<file path="src/rtl/core/hbs_pkg.sv">
// shared types, constants and bit search functions for the hierarchical bitset
package hbs_pkg;

  localparam int KEY_W      = 12;
  localparam int WORD_W     = 64;
  localparam int BIT_W      = 6;
  localparam int LEAF_W     = KEY_W - BIT_W;
  localparam int LEAF_WORDS = 1 << LEAF_W;
  localparam int OP_W       = 3;

  localparam logic [OP_W-1:0] OP_INSERT = 3'd0;
  localparam logic [OP_W-1:0] OP_ERASE  = 3'd1;
  localparam logic [OP_W-1:0] OP_TEST   = 3'd2;
  localparam logic [OP_W-1:0] OP_NEXT   = 3'd3;
  localparam logic [OP_W-1:0] OP_PREV   = 3'd4;

  typedef struct packed {
    logic [OP_W-1:0]  operation;
    logic [KEY_W-1:0] key;
  } in_t;

  typedef struct packed {
    logic             found;
    logic [KEY_W-1:0] position;
  } out_t;

  typedef struct packed {
    logic load_in;
    logic rd_en;
    logic rd_child;
    logic ev1;
    logic ev2;
    logic load_out;
  } hbs_cmd_t;

  typedef struct packed {
    logic upd;
    logic qry;
    logic search;
    logic leaf_hit;
    logic root_hit;
  } hbs_sts_t;

  function automatic logic [BIT_W-1:0] low_bit(input logic [WORD_W-1:0] w);
    logic [BIT_W-1:0] b;
    b = '0;
    for (int i = WORD_W - 1; i >= 0; i--) begin
      if (w[i]) b = BIT_W'(i);
    end
    return b;
  endfunction

  function automatic logic [BIT_W-1:0] high_bit(input logic [WORD_W-1:0] w);
    logic [BIT_W-1:0] b;
    b = '0;
    for (int i = 0; i < WORD_W; i++) begin
      if (w[i]) b = BIT_W'(i);
    end
    return b;
  endfunction

endpackage

</file>
<file path="src/rtl/core/hbs_ctrl.sv">
// controller state machine sequencing leaf reads, updates and result hand-off
module hbs_ctrl import hbs_pkg::*; (
  input  logic     clk,
  input  logic     rst_n,
  input  logic     in_valid,
  output logic     in_stall,
  output logic     out_valid,
  input  logic     out_stall,
  input  hbs_sts_t sts,
  output hbs_cmd_t cmd
);

  typedef enum logic [5:0] {
    S_IDLE = 6'b000001,
    S_RD1  = 6'b000010,
    S_EV1  = 6'b000100,
    S_RD2  = 6'b001000,
    S_EV2  = 6'b010000,
    S_OUT  = 6'b100000
  } state_t;

  state_t state_r, state_nxt;
  logic   out_valid_r, out_valid_nxt;

  assign in_stall  = (state_r != S_IDLE);
  assign out_valid = out_valid_r;

  always_comb begin
    state_nxt = state_r;
    cmd       = '0;
    case (state_r)
      S_IDLE: begin
        if (in_valid) begin
          cmd.load_in = 1'b1;
          state_nxt   = S_RD1;
        end
      end
      S_RD1: begin
        cmd.rd_en = 1'b1;
        state_nxt = S_EV1;
      end
      S_EV1: begin
        cmd.ev1 = 1'b1;
        if (sts.upd || !sts.qry) begin
          state_nxt = S_IDLE;
        end else if (sts.search && !sts.leaf_hit && sts.root_hit) begin
          state_nxt = S_RD2;
        end else begin
          state_nxt = S_OUT;
        end
      end
      S_RD2: begin
        cmd.rd_en    = 1'b1;
        cmd.rd_child = 1'b1;
        state_nxt    = S_EV2;
      end
      S_EV2: begin
        cmd.ev2   = 1'b1;
        state_nxt = S_OUT;
      end
      S_OUT: begin
        if (!out_valid_r || !out_stall) begin
          cmd.load_out = 1'b1;
          state_nxt    = S_IDLE;
        end
      end
      default: state_nxt = S_IDLE;
    endcase
  end

  always_comb begin
    out_valid_nxt = out_valid_r;
    if (cmd.load_out) begin
      out_valid_nxt = 1'b1;
    end else if (!out_stall) begin
      out_valid_nxt = 1'b0;
    end
  end

  always_ff @(posedge clk) begin
    if (!rst_n) begin
      state_r     <= S_IDLE;
      out_valid_r <= 1'b0;
    end else begin
      state_r     <= state_nxt;
      out_valid_r <= out_valid_nxt;
    end
  end

  a_no_overwrite: assert property (@(posedge clk) disable iff (!rst_n)
    cmd.load_out |-> !(out_valid_r && out_stall))
    else $error("result register overwritten while stalled");

  a_accept_starts_read: assert property (@(posedge clk) disable iff (!rst_n)
    (in_valid && !in_stall) |=> (state_r == S_RD1))
    else $error("accepted transaction did not start a leaf read");

  a_child_read_after_eval: assert property (@(posedge clk) disable iff (!rst_n)
    (state_r == S_RD2) |-> ($past(state_r) == S_EV1))
    else $error("child read without a preceding root search");

endmodule

</file>
<file path="config.mk">
export PLATFORM = sky130hd
export DESIGN_NAME = hbs_ctrl
export DESIGN_NICKNAME = d
export VERILOG_FILES = /design/src/rtl/core/hbs_pkg.sv /design/src/rtl/core/hbs_ctrl.sv
export SDC_FILE = /design/constraint.sdc
export NUM_CORES = 1
export LEC_CHECK = 0
export BUFFER_PORTS_ARGS = -buffer_cell sky130_fd_sc_hd__buf_2
export CAP_MARGIN = 20
export CORE_AREA = 2 2 39 41
export CTS_CLUSTER_DIAMETER = 120
export DETAILED_ROUTE_END_ITERATION = 12
export DIE_AREA = 0 0 41 43
export MAX_ROUTING_LAYER = met4
export PLACE_DENSITY_LB_ADDON = 0.25
export RECOVER_POWER = 50
export SETUP_SLACK_MARGIN = 0.3
export SYNTH_ARGS = -nofsm -noshare
export SYNTH_HDL_FRONTEND = slang
export SYNTH_SLANG_ARGS = --single-unit
</file>
<file path="constraint.sdc">
create_clock -name clk -period 1.35 [get_ports clk]
set_input_delay 0.135 -clock clk [delete_from_list [all_inputs] [get_ports clk]]
set_output_delay 0.135 -clock clk [all_outputs]
set_load 0.005 [all_outputs]
</file>
==> key figures, run 1 <==
Status
  • Status: finished, violations left
  • Failing checks: negative setup slack

Global route
  • Initial antenna violation count: 0
  • Largest net degree at the start of global routing: 9
  • First-pass GRT wire length: 1710 um
  • GRT overflow: 0
  • Vias in the first global route: 415
  • Total track usage: 0.150

STA
  • Slew HR: 0.847
  • Slew Viols, Final: 0
  • Achievable Freq: 0.718 GHz
  • Final hold viol count: 0
  • RSZ-0062 raised after global routing: true
  • Worst Tran Pin Value: 0.228 ns
  • Setup ws final: -0.0435 ns
  • Final setup vio count: 4
  • Final period util: 1.03
  • Skew final: 0.00426 ns
  • Fin Hold WS: 0.147 ns
  • Fin Setup TNS: -0.0990 ns
  • Tmin final: ~1.4 ns

Setup path
  • Worst EP arrival: around 1.3 ns
  • Worst setup EP type: output port
  • Kind of critical path: reg -> out
  • WP data required: 1.22 ns
  • Worst setup SP type: flop
  • Worst-path fanout max: 4
  • R2r setup slk: 0.01 ns

Synthesis
  • Mapped Cells: 53
  • Unique masters post-synth: 29
  • Cell taking the most area after synthesis: dfxtp_1
  • Post-Syn Area per Cell: 8.19 sq um
  • Top post-synthesis cells by area: dfxtp_1 32%, nand2_1 5.2%, and4b_1 4.6%
  • Syn nets: 62
  • Yosys warning count: 0
  • Register area share after synthesis: 0.323
  • Yosys reg bits: 7
  • Mapped cell area: 434 sq um
  • Share of the synthesized area in the top cell type: 0.323

Pwr
  • Power Density: 975 mW/mm^2
  • Pleak: 0.000305 uW
  • Max VDD drop: 0.466 mV
  • Combinational Power Share: 0.267
  • Switching power: 187 uW
  • Sequential share of power: 0.396
  • Int Pwr: 422 uW
  • Switching Share: 0.308
  • Clock power share: 0.337

Floorplanning
  • Core area: 0.00138 sq mm
  • Die width: 41 um
  • Initial Utilization: 0.314
  • Top-Level Pins: 17
  • Chip Height: 43 um
  • Core Rows: 14
  • Area of the die: roughly 0.0018 sq mm

Layout
  • Most common cell after layout, fill and taps aside: buf_2
  • Area growth from synthesis to layout: 43.8%
  • Most frequent cells in the layout: 16 x buf_2, 6 x nand2_1, 4 x nor2_1, 4 x o21ai_1
  • # nets final: 84
  • # diodes: 0
  • Layout cells sized above 1: 0.459

Routing
  • Initial DRC Count: 17
  • Drt via density: 5.14
  • Detail Route Antenna Nets: 0
  • Drt total wl: 1050 um
  • Vias: 463
  • Router iterations before antenna repair: 4
  • WL per Instance: 11.7 um
  • DRC: 0

Clock network
  • Cts hold-fix bufs: 0
  • Clk root buf: clkbuf_4
  • H-tree Lvls: 1
  • Clock Pin Slew Worst Setup and Hold Paths: 0.06 ns
  • CTS tree: built
  • Clock tree buffer depth: 2
  • Total CTS buffers: 3
  • CTS Sinks: 7
  • Clk_lat worst skew: between 0.2 and 0.3 ns

Placed design
  • Port bufs: 16
  • GP Congestion: 0.798
  • DP Wirelength: 716 um

Hold path
  • HP Class: in -> reg

Job
  • Max Cap Viol: 0
-- synthesized netlist by cell type --
master / instances
a211o_1: 1
and3_1: 1
nand2_1: 6
dfxtp_1: 7
a31oi_1: 1
nand3b_1: 2
o21ai_1: 3
and4_1: 1
buf_6: 1
o211ai_1: 1
a21oi_1: 2
and4b_1: 2
nor2b_1: 2
nor2_2: 1
and2b_1: 1
nor3b_1: 1
and2_1: 1
buf_4: 2
a21o_1: 1
nor4_1: 1
xor2_1: 1
nor3_1: 3
and4b_2: 1
or2b_1: 2
inv_1: 1
nor2_1: 4
a21boi_1: 1
o21ai_0: 1
nor4_2: 1
-- cell type report --
type | instances | area [sq um]
fill | 146 | 759
timing repair buffer | 20 | 114
multi-input combinational | 42 | 307
inverter | 1 | 3.75
sequential | 7 | 154
clock buffer | 4 | 26.3
tap | 16 | 20.0
-- through the flow --
step	power [uW]	worst slack (ns)	cell area, sq um	cells	utilization
floorplan	334	0.188	453	53	-
global placement	380	0.109	523	82	0.378
detailed placement	378	0.134	523	82	0.378
CTS	601	-0.0498	614	90	0.444
global route	639	-0.105	624	90	0.451
finish	609	-0.0435	624	90	0.451
-- power groups by stage --
| stage | clock (uW) | combinational, uW | sequential, uW |
|---|---|---|---|
| 3_3_place_gp | 0 | 133 | 247 |
| 2_1_floorplan | 0 | 93.1 | 241 |
| 4_1_cts | 204 | 157 | 240 |
| 6_report | 205 | 162 | 241 |
| 3_5_place_dp | 0 | 131 | 247 |
| 5_1_grt | 213 | 183 | 244 |
-- worst paths after layout --
| kind | depth (start not counted) | end | startpoint |
|---|---|---|---|
| setup / recovery | 3 | cmd[5] | state_r[2] |
| hold / removal | 3 | out_valid | out_stall |
| setup reg to reg | 5 | state_r[0] | state_r[2] |
| hold reg to reg | 2 | out_valid | out_valid |
-- worst max-delay path: stages, from the launching register on --
cell and delay [ns]:
dfxtp_4 0.37, nor4_4 0.29, and3_1 0.21, buf_2 0.12
-- sequential cells by signal, summed over array words and instances (netlist names) --
register,count
state_r,6
out_valid,1
-- metal layers --
metal	share of wire	vias up	GRT usage
li1	-	234	-
met1	0.43	209	0.184
met2	0.49	17	0.209
met3	0.048	3	0.0314
met4	0.026	0	0.107
met5	0	-	-
-- repair_timing --
action                     4_1_cts  5_1_grt
setup buffers                    4        0
pin swaps                        6        5
setup endpoints to repair       13       13
gates resized for setup          8        3
hold endpoints to repair         0        0
-- logic make-up (layout without fill, tap and decap cells) --
group / Yosys count / in the layout / synth area share
simple gates: 30 / 30 / 0.432
flops: 7 / 7 / 0.323
compound gates: 11 / 11 / 0.156
xor+xnor: 1 / 1 / 0.0202
buf+inv: 4 / 25 / 0.0691
Note: power is estimated with default switching activity, not from simulation.
==> run 2, diff against run 1 <==
- ABC_AREA: not set -> 1
==> run 2 against run 1 <==
Effect of this change:
- the run now ends clean
- total power fell by 13%
- synthesized cell count rose by 21%
- register-to-register slack improved by 0.16 ns
- clock-buffer cell count did not move
- area after synthesis fell by 1.2%
- largest power group unchanged
==> key figures, run 2 <==
Status
  • Status: finished, final reports clean

Setup path
  • Family with the most delay on the worst path: flip-flops
  • Worst setup EP type: output port
  • Largest stage delay on the critical path: 0.36 ns (about the same)
  • Worst-path fanout max: 4 (unchanged)
  • Kind of critical path: reg -> out
  • Worst setup SP type: flop
  • CP Cell Sequence: nor2_4 -> buf_4 -> nand3_2 -> nand2_2 -> buf_2
  • Buffers & Inverters on Critical Path: 2 (+1)
  • R2r setup slk: 0.17 ns (+0.16 ns)
  • Worst EP arrival: 1.18 ns (-0.08 ns)
  • WP data required: 1.22 ns (about the same)
  • Crit-path slowest cell: dfxtp_4

Placed design
  • Port bufs: 16 (unchanged)
  • DP Wirelength: 690 um (-3.5%)
  • Place WS: 0.265 ns (+0.131 ns)
  • GP Congestion: 0.839 (+5.0%)

Synthesis
  • Fraction of registers with async set/reset: 0 (unchanged)
  • Yosys reg bits: 7 (unchanged)
  • Unique masters post-synth: 17 (-41%)
  • Mapped Cells: 64 (+21%)
  • Cell taking the most area after synthesis: dfxtp_1
  • Post-Syn Area per Cell: 6.71 sq um (-18%)
  • Top_reg_cell synth: dfxtp_1
  • Register area share after synthesis: 0.327 (+0.00376)
  • Top-count cell post-synth: inv_1
  • Share of the synthesized area in the top cell type: 0.327 (+0.00376)
  • Yosys warning count: 0 (unchanged)
  • Top post-synthesis cells by area: dfxtp_1 33%, inv_1 13%, nor2_1 8.7%
  • Post-synth top cells: 15 x inv_1, 10 x nor2_1, 8 x nand2_1
  • Mapped cell area: 429 sq um (-1.2%)
  • EDFF count, synth: 0 (unchanged)
  • Syn nets: 73 (+18%)

Routing
  • Detail Route Antenna Nets: 0 (unchanged)
  • Drt total wl: 937 um (-11%)
  • Router iterations before antenna repair: 4 (unchanged)
  • Drt via density: 4.16 (-19%)
  • Initial DRC Count: 9 (-8)
  • Vias: 441 (-4.8%)
  • WL per Instance: 8.84 um (-24%)
  • DRC: 0 (unchanged)

Layout
  • # diodes: 0 (unchanged)
  • Top reg by flops: state_r
  • Max FFs per register: 6 (unchanged)
  • Layout cells sized above 1: 0.544 (+0.0850)
  • # nets final: 100 (+19%)
  • Final cell utilization of the core: 0.460 (+0.00904)
  • Most common cell after layout, fill and taps aside: buf_2
  • Most frequent cells in the layout: 16 x buf_2, 13 x inv_1, 9 x nor2_1
  • Area growth from synthesis to layout: 48.4%

STA
  • RSZ-0062 raised after global routing: true
  • Final period util: 0.976 (-0.0559)
  • Achievable Freq: 0.759 GHz (+5.7%)
  • Tmin final: 1.32 ns (-0.0754 ns)
  • Final hold viol count: 0 (unchanged)
  • Skew final: 0.00283 ns (-0.00143 ns)
  • Slew HR: 0.855 (+0.00785)
  • Final setup vio count: 0 (-4)
  • Worst Tran Pin Value: 0.217 ns (-0.0108 ns)
  • Slew Viols, Final: 0 (unchanged)
  • Setup ws final: 0.0319 ns (+0.0754 ns)

Clock network
  • Clk_lat worst skew: 0.25 ns (-0.02 ns)
  • H-tree Lvls: 1 (unchanged)
  • Clk root buf: clkbuf_4
  • Total CTS buffers: 3 (unchanged)
  • CTS Sinks: 7 (unchanged)
  • CTS tree: built
  • Cts hold-fix bufs: 0 (unchanged)
  • Clock Pin Slew Worst Setup and Hold Paths: 0.05 ns (about the same)
  • Clock tree buffer depth: 2 (unchanged)

Hold path
  • HP Class: in -> reg

Floorplanning
  • Core Rows: 14 (unchanged)
  • Initial Utilization: 0.310 (-0.00362)
  • Top-Level Pins: 17 (unchanged)
  • Die width: 41 um (unchanged)
  • Area of the die: 0.00176 sq mm (unchanged)
  • Core area: 0.00138 sq mm (unchanged)
  • Chip Height: 43 um (unchanged)

Global route
  • Vias in the first global route: 338 (-19%)
  • M1 GR Usage: 0.153 (-0.0308)
  • Largest net degree at the start of global routing: 7 (-2)
  • Top Usage Layer GRT: met2
  • GRT overflow: 0 (unchanged)
  • Met2 GRT Util: 0.156 (-0.0531)
  • Initial antenna violation count: 0 (unchanged)
  • M3 GR Usage: 0.0157 (-0.0157)
  • First-pass GRT wire length: 1350 um (-21%)
  • Total track usage: 0.116 (-0.0347)

Pwr
  • Clock power share: 0.360 (+0.023)
  • Switching Share: 0.272 (-0.0350)
  • Power Density: 830 mW/mm^2 (-15%)
  • Combinational Power Share: 0.213 (-0.054)
  • Pleak: 0.000367 uW (+21%)
  • Max VDD drop: 0.437 mV (-6.3%)
  • Sequential share of power: 0.427 (+0.031)
  • Int Pwr: 385 uW (-8.8%)
  • Switching power: 144 uW (-23%)

Job
  • Max Cap Viol: 0 (unchanged)
## run 2: cell count changes in the layout (fill, tap and decap cells not counted), sizes merged, moves of 4 or more
cell   change
inv       +16
nor2      +11
nand3      +8
o21ai      -4
## run 2: area by class of cell
| class | instances | area [sq um] |
|---|---|---|
| timing repair buffer | 23 | 133 |
| tap | 16 | 20.0 |
| inverter | 17 | 63.8 |
| clock buffer | 4 | 26.3 |
| sequential | 7 | 149 |
| fill | 145 | 747 |
| multi-input combinational | 39 | 245 |
## run 2: power groups by stage
stage	registers [uW]	clock network, uW	logic, uW
floorplan	227	0	58.6
global route	226	208	127
detailed placement	228	0	86.9
CTS	225	196	93.2
finish	226	190	113
global placement	228	0	86.4
## run 2: worst paths after layout
path,start,to,cells past startpoint
min,rst_n,state_r[5],3
min reg2reg,out_valid,out_valid,2
max,state_r[0],cmd[4],5
max reg2reg,state_r[0],state_r[0],8
## run 2: metal layers
layer,vias to the layer above,share of wire
li1,243,-
met1,185,0.44
met2,11,0.50
met3,2,0.045
met4,0,0.011
met5,-,0
## run 2: stage by stage
step | area (sq um) | hold WS (ns) | total power [uW] | TNS [ns] | instances
3_5_place_dp | 522 | 0.338 | 315 | 0 | 95
4_1_cts | 583 | 0.0808 | 514 | 0 | 103
2_1_floorplan | 429 | 0.233 | 286 | 0 | 64
5_1_grt | 637 | 0.101 | 561 | -0.121 | 106
3_3_place_gp | 522 | 0.337 | 315 | 0 | 95
6_report | 637 | 0.0840 | 529 | 0 | 106
## run 2: repair_timing
action / in CTS / in global routing
setup endpoints to repair: 8 / 9
pin swaps: 3 / 6
resized for setup: 4 / 10
setup buffers: 4 / 3
## run 2: logic make-up after synthesis
| family | synth area share |
|---|---|
| AND/OR/NAND/NOR | 0.469 |
| buffers and inverters | 0.166 |
| flip-flops | 0.327 |
| AO/OA/AOI/OAI | 0.0379 |
## run 2: worst min-delay path, stage by stage
cell and delay [ns]:
buf_2 0.09, nand2_1 0.04, inv_1 0.04
